### config.mk
export PLATFORM = sky130hd
export DESIGN_NAME = alphabet_shift_keystream_cipher
export DESIGN_NICKNAME = d
export VERILOG_FILES = /design/src/hw/rtl/askc_pkg.sv /design/src/hw/rtl/alphabet_shift_keystream_cipher.sv
export SDC_FILE = /design/constraint.sdc
export NUM_CORES = 1
export LEC_CHECK = 0
export BUFFER_PORTS_ARGS = -buffer_cell sky130_fd_sc_hd__buf_2
export CAP_MARGIN = 30
export CORE_UTILIZATION = 35
export CTS_CLUSTER_DIAMETER = 100
export DETAILED_ROUTE_END_ITERATION = 6
export GPL_ROUTABILITY_DRIVEN = 0
export SYNTH_ARGS = -nofsm -noshare
export SYNTH_HDL_FRONTEND = slang
export SYNTH_SLANG_ARGS = --single-unit
### constraint.sdc
create_clock -name clk -period 7 [get_ports clk]
set_input_delay 0.35 -clock clk [delete_from_list [all_inputs] [get_ports clk]]
set_output_delay 0.35 -clock clk [all_outputs]
set_load 0.03 [all_outputs]
### src/hw/rtl/askc_pkg.sv
// Shared constants for the alphabet shift keystream cipher.
// Field widths, operation codes and register indexes used by the top level.
// No dependencies.
`timescale 1ns / 1ps

package askc_pkg;

  // Default depth of the alphabet store.
  localparam int ALPHABET_DEPTH_DEF = 64;

  // Input and output field widths.
  localparam int FUNC_W = 2;
  localparam int CHAR_W = 8;
  localparam int KEY_W  = 6;
  localparam int POS_W  = 6;
  localparam int SIZE_W = 7;

  // Packed stream widths, padded to whole bytes.
  localparam int IN_DATA_W  = 24;
  localparam int OUT_DATA_W = 8;

  // Configuration port.
  localparam int CFG_ADDR_W = 3;
  localparam int CFG_DATA_W = 32;
  localparam logic CFG_REG_SIZE = 1'b0;
  localparam logic [SIZE_W-1:0] SIZE_RESET = 7'd52;

  // Operation codes carried in in_tuser.
  localparam logic [FUNC_W-1:0] FUNC_LOAD = 2'd0;
  localparam logic [FUNC_W-1:0] FUNC_ENC  = 2'd1;
  localparam logic [FUNC_W-1:0] FUNC_DEC  = 2'd2;
  localparam logic [FUNC_W-1:0] FUNC_PASS = 2'd3;

endpackage

### src/hw/rtl/alphabet_shift_keystream_cipher.sv
// Top level of the alphabet shift keystream cipher.
// Holds the alphabet store, the search sequencer and the key reduction unit.
// Depends on askc_pkg.
`timescale 1ns / 1ps

// Usage
// The input stream carries one item per byte. in_tuser holds the operation:
// load an alphabet entry, encrypt, decrypt, or pass through. Load items write
// the character into the alphabet store at entry_position and echo it back.
// Text items are searched in the store, entry 0 upward, over the first
// alphabet_size entries (at most the store depth); a hit is shifted by the
// key value modulo that count and replaced by the character at the new
// position (out_tuser = 1). A miss leaves the byte unchanged (out_tuser = 0).
// The store is read once per cycle, so one item is in work at a time.
// Load and pass-through items go from acceptance straight to the finish
// state. A text item with active entries is searched one entry per cycle; a
// miss finishes after the last active entry, and a hit waits in the calc
// state for the six-step key remainder unit, which starts at acceptance,
// then reads the shifted position and finishes. out_tvalid rises once a
// finished item finds the output register free.
// The result waits in an output register; when the receiver stalls, the
// next item is still accepted and stops only before writing its result.
// Reset sets alphabet_size to 52 and empties the pipeline; the store keeps
// no defined value until loaded. Write alphabet_size only while idle.

module alphabet_shift_keystream_cipher #(
  parameter int ALPHABET_DEPTH = askc_pkg::ALPHABET_DEPTH_DEF
) (
  input  logic                              clk,
  input  logic                              rst_n,
  // Input item stream.
  input  logic                              in_tvalid,
  output logic                              in_tready,
  // tdata: char_code [7:0], key_value [13:8], entry_position [19:14], zero
  input  logic [askc_pkg::IN_DATA_W-1:0]    in_tdata,
  // tuser: func [1:0]
  input  logic [askc_pkg::FUNC_W-1:0]       in_tuser,
  // Result stream.
  output logic                              out_tvalid,
  input  logic                              out_tready,
  // tdata: out_char [7:0]
  output logic [askc_pkg::OUT_DATA_W-1:0]   out_tdata,
  // tuser: key_used [0]
  output logic                              out_tuser,
  // Configuration port.
  input  logic                              cfg_psel,
  input  logic                              cfg_penable,
  input  logic                              cfg_pwrite,
  input  logic [askc_pkg::CFG_ADDR_W-1:0]   cfg_paddr,
  input  logic [askc_pkg::CFG_DATA_W-1:0]   cfg_pwdata,
  output logic [askc_pkg::CFG_DATA_W-1:0]   cfg_prdata,
  output logic                              cfg_pready
);

  localparam int AW  = $clog2(ALPHABET_DEPTH);
  localparam int CW  = $clog2(ALPHABET_DEPTH + 1);
  localparam int MCW = $clog2(askc_pkg::KEY_W + 1);

  // Sequencer states.
  localparam logic [2:0] ST_IDLE   = 3'd0;
  localparam logic [2:0] ST_SRCH   = 3'd1;
  localparam logic [2:0] ST_CALC   = 3'd2;
  localparam logic [2:0] ST_READ   = 3'd3;
  localparam logic [2:0] ST_FINISH = 3'd4;

  logic [2:0]                       state_r, state_nxt;
  logic [askc_pkg::SIZE_W-1:0]      size_r;
  logic [askc_pkg::FUNC_W-1:0]      func_r;
  logic [askc_pkg::CHAR_W-1:0]      ch_r;
  logic [CW-1:0]                    n_r;
  logic [AW-1:0]                    cmp_idx_r;
  logic [AW-1:0]                    at_r;
  logic [CW-1:0]                    rem_r;
  logic [askc_pkg::KEY_W-1:0]       key_sh_r;
  logic [MCW-1:0]                   mod_cnt_r;
  logic [askc_pkg::CHAR_W-1:0]      res_char_r;
  logic                             res_used_r;
  logic                             out_valid_r;
  logic [askc_pkg::CHAR_W-1:0]      out_char_r;
  logic                             out_used_r;

  logic [askc_pkg::CHAR_W-1:0]      mem [ALPHABET_DEPTH];
  logic [askc_pkg::CHAR_W-1:0]      rd_data_r;
  logic [AW-1:0]                    rd_addr;

  logic [askc_pkg::CHAR_W-1:0]      in_char;
  logic [askc_pkg::KEY_W-1:0]       in_key;
  logic [askc_pkg::POS_W-1:0]       in_pos;
  logic                             in_acc;
  logic                             pos_ok;
  logic                             mem_we;
  logic [CW-1:0]                    n_act;
  logic                             out_free;
  logic                             cfg_wr;
  logic                             found;
  logic                             last_entry;
  logic [CW:0]                      mod_t;
  logic [CW-1:0]                    mod_nxt;
  logic [CW:0]                      sum_w;
  logic [CW:0]                      wrap_w;
  logic [AW-1:0]                    np;

  // Unpack the input item.
  assign in_char = in_tdata[7:0];
  assign in_key  = in_tdata[13:8];
  assign in_pos  = in_tdata[19:14];

  assign in_tready = (state_r == ST_IDLE);
  assign in_acc    = in_tvalid && in_tready;
  assign out_free  = !out_valid_r || out_tready;
  assign pos_ok    = (32'(in_pos) < 32'(ALPHABET_DEPTH));
  assign mem_we    = in_acc && (in_tuser == askc_pkg::FUNC_LOAD) && pos_ok;

  // Active entry count, saturated to the store depth.
  assign n_act = (32'(size_r) > 32'(ALPHABET_DEPTH)) ? CW'(ALPHABET_DEPTH) : CW'(size_r);

  // Configuration registers.
  assign cfg_pready = 1'b1;
  assign cfg_wr     = cfg_psel && cfg_penable && cfg_pwrite && cfg_pready;
  assign cfg_prdata = (cfg_paddr[2] == askc_pkg::CFG_REG_SIZE) ?
                      {{(askc_pkg::CFG_DATA_W - askc_pkg::SIZE_W){1'b0}}, size_r} : '0;

  always_ff @(posedge clk) begin
    if (!rst_n) begin
      size_r <= askc_pkg::SIZE_RESET;
    end else if (cfg_wr && (cfg_paddr[2] == askc_pkg::CFG_REG_SIZE)) begin
      size_r <= cfg_pwdata[askc_pkg::SIZE_W-1:0];
    end
  end

  // Search compare on the entry read last cycle.
  assign found      = (rd_data_r == ch_r);
  assign last_entry = (CW'(cmp_idx_r) == n_r - CW'(1));

  // One restoring step of key_value modulo n per cycle.
  always_comb begin
    mod_t   = {rem_r, key_sh_r[askc_pkg::KEY_W-1]};
    mod_nxt = (mod_t >= {1'b0, n_r}) ? CW'(mod_t - {1'b0, n_r}) : CW'(mod_t);
  end

  // New position: add or subtract the reduced key, then wrap once.
  always_comb begin
    if (func_r == askc_pkg::FUNC_ENC) begin
      sum_w = {1'b0, CW'(at_r)} + {1'b0, rem_r};
    end else begin
      sum_w = {1'b0, CW'(at_r)} + {1'b0, n_r} - {1'b0, rem_r};
    end
    wrap_w = (sum_w >= {1'b0, n_r}) ? (sum_w - {1'b0, n_r}) : sum_w;
    np     = AW'(wrap_w);
  end

  // Read address: entry 0 at acceptance, the next entry while searching,
  // and the shifted position once the remainder is known.
  always_comb begin
    unique case (state_r)
      ST_SRCH: rd_addr = cmp_idx_r + AW'(1);
      ST_CALC: rd_addr = np;
      default: rd_addr = '0;
    endcase
  end

  // Alphabet store: one write port, one registered read port. Writes come
  // only from load items, at acceptance. The port reads every cycle, but a
  // text item uses only reads made while no load writes, so a used read never meets a write.
  always_ff @(posedge clk) begin
    if (mem_we) begin
      mem[AW'(in_pos)] <= in_char;
    end
    rd_data_r <= mem[rd_addr];
  end

  // Sequencer next state.
  always_comb begin
    state_nxt = state_r;
    unique case (state_r)
      ST_IDLE: begin
        if (in_acc) begin
          if (((in_tuser == askc_pkg::FUNC_ENC) || (in_tuser == askc_pkg::FUNC_DEC))
              && (n_act != '0)) begin
            state_nxt = ST_SRCH;
          end else begin
            state_nxt = ST_FINISH;
          end
        end
      end
      ST_SRCH: begin
        if (found) begin
          state_nxt = ST_CALC;
        end else if (last_entry) begin
          state_nxt = ST_FINISH;
        end
      end
      ST_CALC: begin
        if (mod_cnt_r == '0) begin
          state_nxt = ST_READ;
        end
      end
      ST_READ:   state_nxt = ST_FINISH;
      ST_FINISH: begin
        if (out_free) begin
          state_nxt = ST_IDLE;
        end
      end
      default:   state_nxt = ST_IDLE;
    endcase
  end

  // Control registers.
  always_ff @(posedge clk) begin
    if (!rst_n) begin
      state_r     <= ST_IDLE;
      mod_cnt_r   <= '0;
      out_valid_r <= 1'b0;
    end else begin
      state_r <= state_nxt;
      if (in_acc) begin
        mod_cnt_r <= MCW'(askc_pkg::KEY_W);
      end else if (mod_cnt_r != '0) begin
        mod_cnt_r <= mod_cnt_r - MCW'(1);
      end
      if ((state_r == ST_FINISH) && out_free) begin
        out_valid_r <= 1'b1;
      end else if (out_tready) begin
        out_valid_r <= 1'b0;
      end
    end
  end

  // Item and datapath registers.
  always_ff @(posedge clk) begin
    if (in_acc) begin
      func_r     <= in_tuser;
      ch_r       <= in_char;
      n_r        <= n_act;
      cmp_idx_r  <= '0;
      rem_r      <= '0;
      key_sh_r   <= in_key;
      res_char_r <= in_char;
      res_used_r <= 1'b0;
    end else begin
      if (mod_cnt_r != '0) begin
        rem_r    <= mod_nxt;
        key_sh_r <= {key_sh_r[askc_pkg::KEY_W-2:0], 1'b0};
      end
      if (state_r == ST_SRCH) begin
        if (found) begin
          at_r <= cmp_idx_r;
        end else begin
          cmp_idx_r <= cmp_idx_r + AW'(1);
        end
      end
      if (state_r == ST_READ) begin
        res_char_r <= rd_data_r;
        res_used_r <= 1'b1;
      end
    end
    if ((state_r == ST_FINISH) && out_free) begin
      out_char_r <= res_char_r;
      out_used_r <= res_used_r;
    end
  end

  assign out_tvalid = out_valid_r;
  assign out_tdata  = out_char_r;
  assign out_tuser  = out_used_r;

  // The search never looks past the active entries.
  a_srch_in_range: assert property (@(posedge clk) disable iff (!rst_n)
    (state_r == ST_SRCH) |-> (CW'(cmp_idx_r) < n_r))
    else $error("search index beyond active alphabet");

  // Once the remainder is done, both it and the new position lie below n.
  a_calc_in_range: assert property (@(posedge clk) disable iff (!rst_n)
    ((state_r == ST_CALC) && (mod_cnt_r == '0)) |-> ((rem_r < n_r) && (CW'(np) < n_r)))
    else $error("shifted position out of range");

  // A finished item whose slot is free shows up on the output next cycle.
  a_finish_delivers: assert property (@(posedge clk) disable iff (!rst_n)
    ((state_r == ST_FINISH) && out_free) |=> (out_tvalid && in_tready))
    else $error("finished item not delivered");

endmodule

==> results.cfg, run 1 <==
[status]
status = completed

[placement]
port-buffer-count = 54
place.detailed.hpwl_mm = 41.5

[synth]
synth_edf_count = 558
yosys.area_share.adder = 0.0234
yosys.area.top_type = edfxtp_1
synth_top_family_by_area = simple AND/OR/NAND/NOR gates
ys_top_cells_by_area = edfxtp_1 (65%), nand2_1 (4.6%), mux4_2 (3.9%), dfxtp_1 (2.8%), ha_1 (1.6%)
synth_cell_types = 89
synthFlopType = edfxtp_1
synth_seq_cells = 594
ys.warnings.count = 0
yosys.area_share.xor_xnor = 0.0112
synthArstFlopShare = 0
synth_common_cells = edfxtp_1 (558), nand2_1 (317), nor2_1 (112), nand3_1 (73), a21oi_1 (55)
synth_simple_gate_area_frac = 0.123
synthMuxAreaShare = 0.0513
yosys.area.top_type_share = 0.649
ys_seq_area_frac = 0.677
yosysMostFrequentCell = edfxtp_1
synth_cells = 1856
syn_area_um2 = 25800
synth_compound_area_frac = 0.0804
synth.avg_cell_area_um2 = 13.9

[cts]
clkSinkCount = 594
insertion_delay_ps = 650
cts-htree-levels = 2
cts_tree = done
cts.repair.resized = 0
root_buffer = clkbuf_16
cts_buffer_depth = 3
path_clk_slew_ps = 60
numCtsBuffers = 61

[worst_setup_path]
path_buf_inv = 4
worstReg2RegStart = n_r[1]
crit-reg2reg-capture = rd_data_r[0]
critical_path.cell_chain = inv_1 > fa_1 > inv_1 > fa_1 > a21o_1 > a21oi_1 > o21bai_1 > a21oi_1 > xnor2_1 > nand2_1 > o21ai_0 > ha_1 > a21oi_1 > o21a_1 > nand2_2 > o311a_4 > nor2_8 > buf_12 > buf_4 > mux4_2 > a22o_1 > a221oi_1 > nand4b_1
cp-end-kind = flip-flop
r2r_cells = 23
ff2ff_setup_slack_ps = 620
cp.arrival_ps = 6880
max_stage_delay_ps = 610
worst_path_max_delay_cell = a221oi_1
cp_max_fo = 19
worstSetupPathType = reg -> reg
path_delay_family = compound AO/OA/AOI/OAI gates
start_kind = flip-flop
crit_cells = 23
critPathMostFrequentCell = a21oi_1
cp.required_ps = 7500

[routing]
avgViaCountPerCell = 5.34
num_vias = 15748
wl_per_cell_um = 22.1
routed_wl_mm = 65.2
ant_nets = 0
drc = 0
drt_iter0_drc = 1490
drt_first_pass_iters = 5

[sta]
finClkSkew_ps = 48.6
slew_violations = 0
grt_setup_unrepaired = no
min_period_ps = 6380
worst_pin_slew_ps = 942
hold_violations = 0
max_freq_mhz = 157
period_share = 0.911
max-slew-margin-rel = 0.370
fin_setup_tns_ps = 0
final-setup-viol-count = 0

[flow_run]
cap_violations = 0

[die]
core_um2 = 73000
start_util = 0.354
placement_rows = 99
fp.dieW_um = 274
die-height_um = 274
dieArea_um2 = 74900
io_pins = 112

[finish]
drive_gt1_frac = 0.140
final_util = 0.403
area_growth_pct = 13.7
final_nets = 2049

[power_and_ir_drop]
vdd_drop_max_mv = 0.271
pwr_density_cell_nw_per_um2 = 302
power_leakage_nw = 10.1

[grt]
grt_overflow = 0
antenna_found_initial = 4
grt_pass1_wl_mm = 97.3
grt_util_all_layers = 0.174
grt_pass1_vias = 15747
grt_max_degree = 67

[min_path]
hold_class = in -> reg
min_to = key_sh_r[0]
hp-start = in_tdata[8]
hold_path_depth = 2
## state kept, by name (all words and copies together), names as in the netlist, 7 cells and up
name / count
ch_r: 8
mem: 512
n_r: 7
out_tdata: 8
rd_data_r: 8
rem_r: 7
res_char_r: 8
size_r: 7
## placed cells by master (no fill, tap or decap), types with 10 or more instances in the layout
cell,count
mux4_2,45
buf_4,38
xnor2_1,14
clkbuf_1,18
o21a_1,31
nor2_1,111
nor3_1,18
a21oi_1,55
ha_1,34
a311o_1,28
nor2b_1,26
clkbuf_16,62
edfxtp_1,558
nor3b_1,11
nand3_1,73
clkinv_2,10
mux2i_1,29
buf_2,54
dfxtp_1,36
xor2_1,19
o21ai_0,24
dlygate4sd3_1,16
conb_1,26
nand2_1,316
and3_1,30
a311oi_1,16
inv_1,46
a211oi_1,36
## metal layers
layer / GRT usage / share of wire
met1: 0.232 / 0.42
met3: 0.0347 / 0.079
met5: 0 / 0
met2: 0.280 / 0.47
met4: 0.0675 / 0.036
## worst register-to-register path: stages, from the launching register on
cell	delay [ps]
edfxtp_1	430
inv_1	190
fa_1	570
inv_1	60
fa_1	410
a21o_1	170
a21oi_1	240
o21bai_1	90
a21oi_1	190
xnor2_1	150
nand2_1	60
o21ai_0	100
ha_1	270
a21oi_1	140
o21a_1	160
nand2_2	170
o311a_4	460
nor2_8	290
buf_12	250
buf_4	210
mux4_2	520
a22o_1	290
a221oi_1	610
nand4b_1	190
## timing repair
action | in CTS | in global routing
hold endpoints to repair | 15 | 0
buffers inserted | 0 | 0
setup endpoints to repair | 0 | 0
hold buffers | 16 | 0
## power breakdown
part | switching (W) | internal (W) | total (W) | leakage (nW)
combinational | 0.000954 | 0.000612 | 0.00157 | 3.77
sequential | 0.0000745 | 0.00397 | 0.00404 | 5.33
clock | 0.00139 | 0.00188 | 0.00327 | 0.977
## worst max-delay path by stage
stage	start	end	slack, ps
after floorplan	n_r[5]	rd_data_r[0]	1900
after global placement	n_r[1]	rd_data_r[7]	680
after detailed placement	n_r[1]	rd_data_r[7]	670
after CTS	n_r[1]	rd_data_r[7]	640
after global routing	n_r[1]	rd_data_r[0]	240
final	n_r[1]	rd_data_r[0]	620
## cell families after synthesis
kind of cell             count (synthesis)
AND/OR/NAND/NOR                        669
buffers and inverters                  168
other                                    2
multiplexers                            76
adder cells (fa/ha/maj)                 43
XOR/XNOR                                33
flip-flops                             594
AO/OA/AOI/OAI                          271
## final cells by class
type,count,area (um2)
Fill cell,6697,43600
Sequential cell,594,17500
Multi-Input combinational cell,1118,7620
Clock buffer,81,1630
Tap cell,959,1200
Timing Repair Buffer,117,896
Clock inverter,34,384
Inverter,46,173
Antenna cell,2,5.00
## metrics by stage
| stage | setup slack [ps] | area (um2) | instances | power (W) | hold slack [ps] |
|---|---|---|---|---|---|
| 6_report | 620 | 29400 | 2951 | 0.00888 | 57.0 |
| 5_1_grt | 235 | 29400 | 2949 | 0.00922 | 52.9 |
| 2_1_floorplan | 1900 | 25900 | 1880 | 0.00527 | 400 |
| 3_5_place_dp | 673 | 27200 | 2818 | 0.00567 | 409 |
| 3_3_place_gp | 677 | 27200 | 2817 | 0.00563 | 408 |
| 4_1_cts | 637 | 29400 | 2949 | 0.00893 | 31.4 |
Note: power is estimated with default switching activity, not from simulation.
==> run 2: changes to the inputs <==
--- a/config.mk
+++ b/config.mk
@@ -8,6 +8,7 @@
 export BUFFER_PORTS_ARGS = -buffer_cell sky130_fd_sc_hd__buf_2
 export CAP_MARGIN = 30
 export CORE_UTILIZATION = 35
+export CTS_BUF_LIST = sky130_fd_sc_hd__clkbuf_4 sky130_fd_sc_hd__clkbuf_8
 export CTS_CLUSTER_DIAMETER = 100
 export DETAILED_ROUTE_END_ITERATION = 6
 export GPL_ROUTABILITY_DRIVEN = 0
==> run 2 against run 1 <==
Net effect: clock skew is 13 ps lower; routed wire length is 0.87% higher; utilization is 0.13 points lower; critical path depth stayed put; count of clock-buffer cells in the layout is 58 higher; critical path type unchanged; largest cell class unchanged.
==> results.cfg, run 2 (same netlist as run 1, synthesis figures left out) <==
[sta]
finClkSkew_ps = 35.6
max-slew-margin-rel = 0.362
max_freq_mhz = 157
grt_setup_unrepaired = no
min_period_ps = 6380
worst_pin_slew_ps = 953
slew_violations = 0
period_share = 0.911
hold_violations = 0
fin_setup_tns_ps = 0
final-setup-viol-count = 0

[cts]
insertion_delay_ps = 700
clkSinkCount = 594
cts-htree-levels = 3
root_buffer = clkbuf_8
cts_tree = done
cts.repair.resized = 0
numCtsBuffers = 98
cts_buffer_depth = 3
path_clk_slew_ps = 60

[grt]
grt_max_degree = 67
grt_pass1_vias = 15970
grt_overflow = 0
grt_pass1_wl_mm = 98.2
grt_util_all_layers = 0.176
antenna_found_initial = 5

[die]
io_pins = 112
fp.dieW_um = 274
placement_rows = 99
die-height_um = 274
core_um2 = 73000
start_util = 0.354
dieArea_um2 = 74900

[worst_setup_path]
cp.required_ps = 7600
cp.arrival_ps = 6980
start_kind = flip-flop
worstSetupPathType = reg -> reg
cp_max_fo = 12
cp-end-kind = flip-flop

[status]
status = completed

[flow_run]
cap_violations = 0

[finish]
layout_commonest_cell = edfxtp_1
drive_gt1_frac = 0.168
final_util = 0.401
seq_area_um2 = 17500
fill_cells = 6762
area_growth_pct = 13.4
layout_common_cells = edfxtp_1 (558), nand2_1 (316), nor2_1 (111), clkbuf_8 (102), nand3_1 (73)
multi_input_area_um2 = 7620
top_register = mem
final_nets = 2087
largest_reg_flops = 512

[routing]
wl_per_cell_um = 21.8
avgViaCountPerCell = 5.29
num_vias = 15933
drt_iter0_drc = 1448
drc = 0
ant_nets = 0
drt_first_pass_iters = 5
routed_wl_mm = 65.8

[power_and_ir_drop]
vdd_drop_max_mv = 0.194
pwr_density_cell_nw_per_um2 = 294
report.power.total_w = 0.00860
power_leakage_nw = 10.1

[min_path]
hold_class = in -> reg

[placement]
port-buffer-count = 54
place.detailed.hpwl_mm = 41.5
==> run 2: changes by cell type in the layout (fill, tap and decap cells not counted), moves of 3 or more <==
cell / previous run / this run
clkbuf_8: 1 / 102
clkbuf_16: 62 / 0
clkbuf_4: 0 / 37
clkbuf_1: 18 / 0
clkinv_1: 8 / 20
bufinv_16: 6 / 1
clkinv_2: 10 / 7
inv_8: 3 / 0
==> run 2: worst max-delay path, cell delays in order (launching register included) <==
cell and delay (ps):
edfxtp_1 430, inv_1 190, fa_1 570, inv_1 60
fa_1 400, a21o_1 170, a21oi_1 240, o21bai_1 90
a21oi_1 190, xnor2_1 150, nand2_1 60, o21ai_0 100
ha_1 270, a21oi_1 140, o21a_1 160, nand2_2 170
o21ai_0 290, a21oi_2 190, nor2_1 590, nand2_1 360
a311oi_1 820, a2111oi_0 240, buf_4 210, nand4b_1 170
==> run 2: worst paths after layout <==
kind                  from            to  slack, ps  cells after the start
max                 n_r[1]  rd_data_r[7]        620                     23
min              in_tvalid    res_used_r        110                      4
max reg2reg         n_r[1]  rd_data_r[7]        620                     23
min reg2reg  res_char_r[5]  out_tdata[5]        420                      0
==> run 2: per-layer routing <==
| metal | wire length [um] | GRT usage | up-vias |
|---|---|---|---|
| li1 | - | - | 7216 |
| met1 | 27900 | 0.233 | 7980 |
| met2 | 31000 | 0.281 | 602 |
| met3 | 4670 | 0.0418 | 135 |
| met4 | 2250 | 0.0659 | 0 |
| met5 | 0 | 0 | - |
==> run 2: final cells by class <==
| cell class | instances | share of cell area |
|---|---|---|
| Sequential cell | 594 | 0.597 |
| Clock inverter | 36 | 0.00782 |
| Clock buffer | 139 | 0.0574 |
| Tap cell | 959 | 0.0410 |
| Antenna cell | 3 | 0.000256 |
| Multi-Input combinational cell | 1118 | 0.260 |
| Timing Repair Buffer | 118 | 0.0309 |
| Inverter | 46 | 0.00590 |
==> run 2: through the flow <==
step                cells  area [um2]  hold WS [ps]  setup slack [ps]
floorplan            1880       25900           400              1900
global placement     2817       27200           408               677
detailed placement   2818       27200           409               673
CTS                  3010       29300          56.2               652
global route         3011       29300           141               253
finish               3013       29300           115               625
==> run 2: where the power goes <==
part / switching, W / leakage [nW] / internal [W]
Clock: 0.00139 / 1.01 / 0.00159
Combinational: 0.000958 / 3.77 / 0.000612
Sequential: 0.0000749 / 5.33 / 0.00397
Total: 0.00242 / 10.1 / 0.00617
==> run 2: repair_timing <==
item	CTS	global route
hold buffers	17	0
setup buffers	0	0
endpoints found under the hold margin	17	0
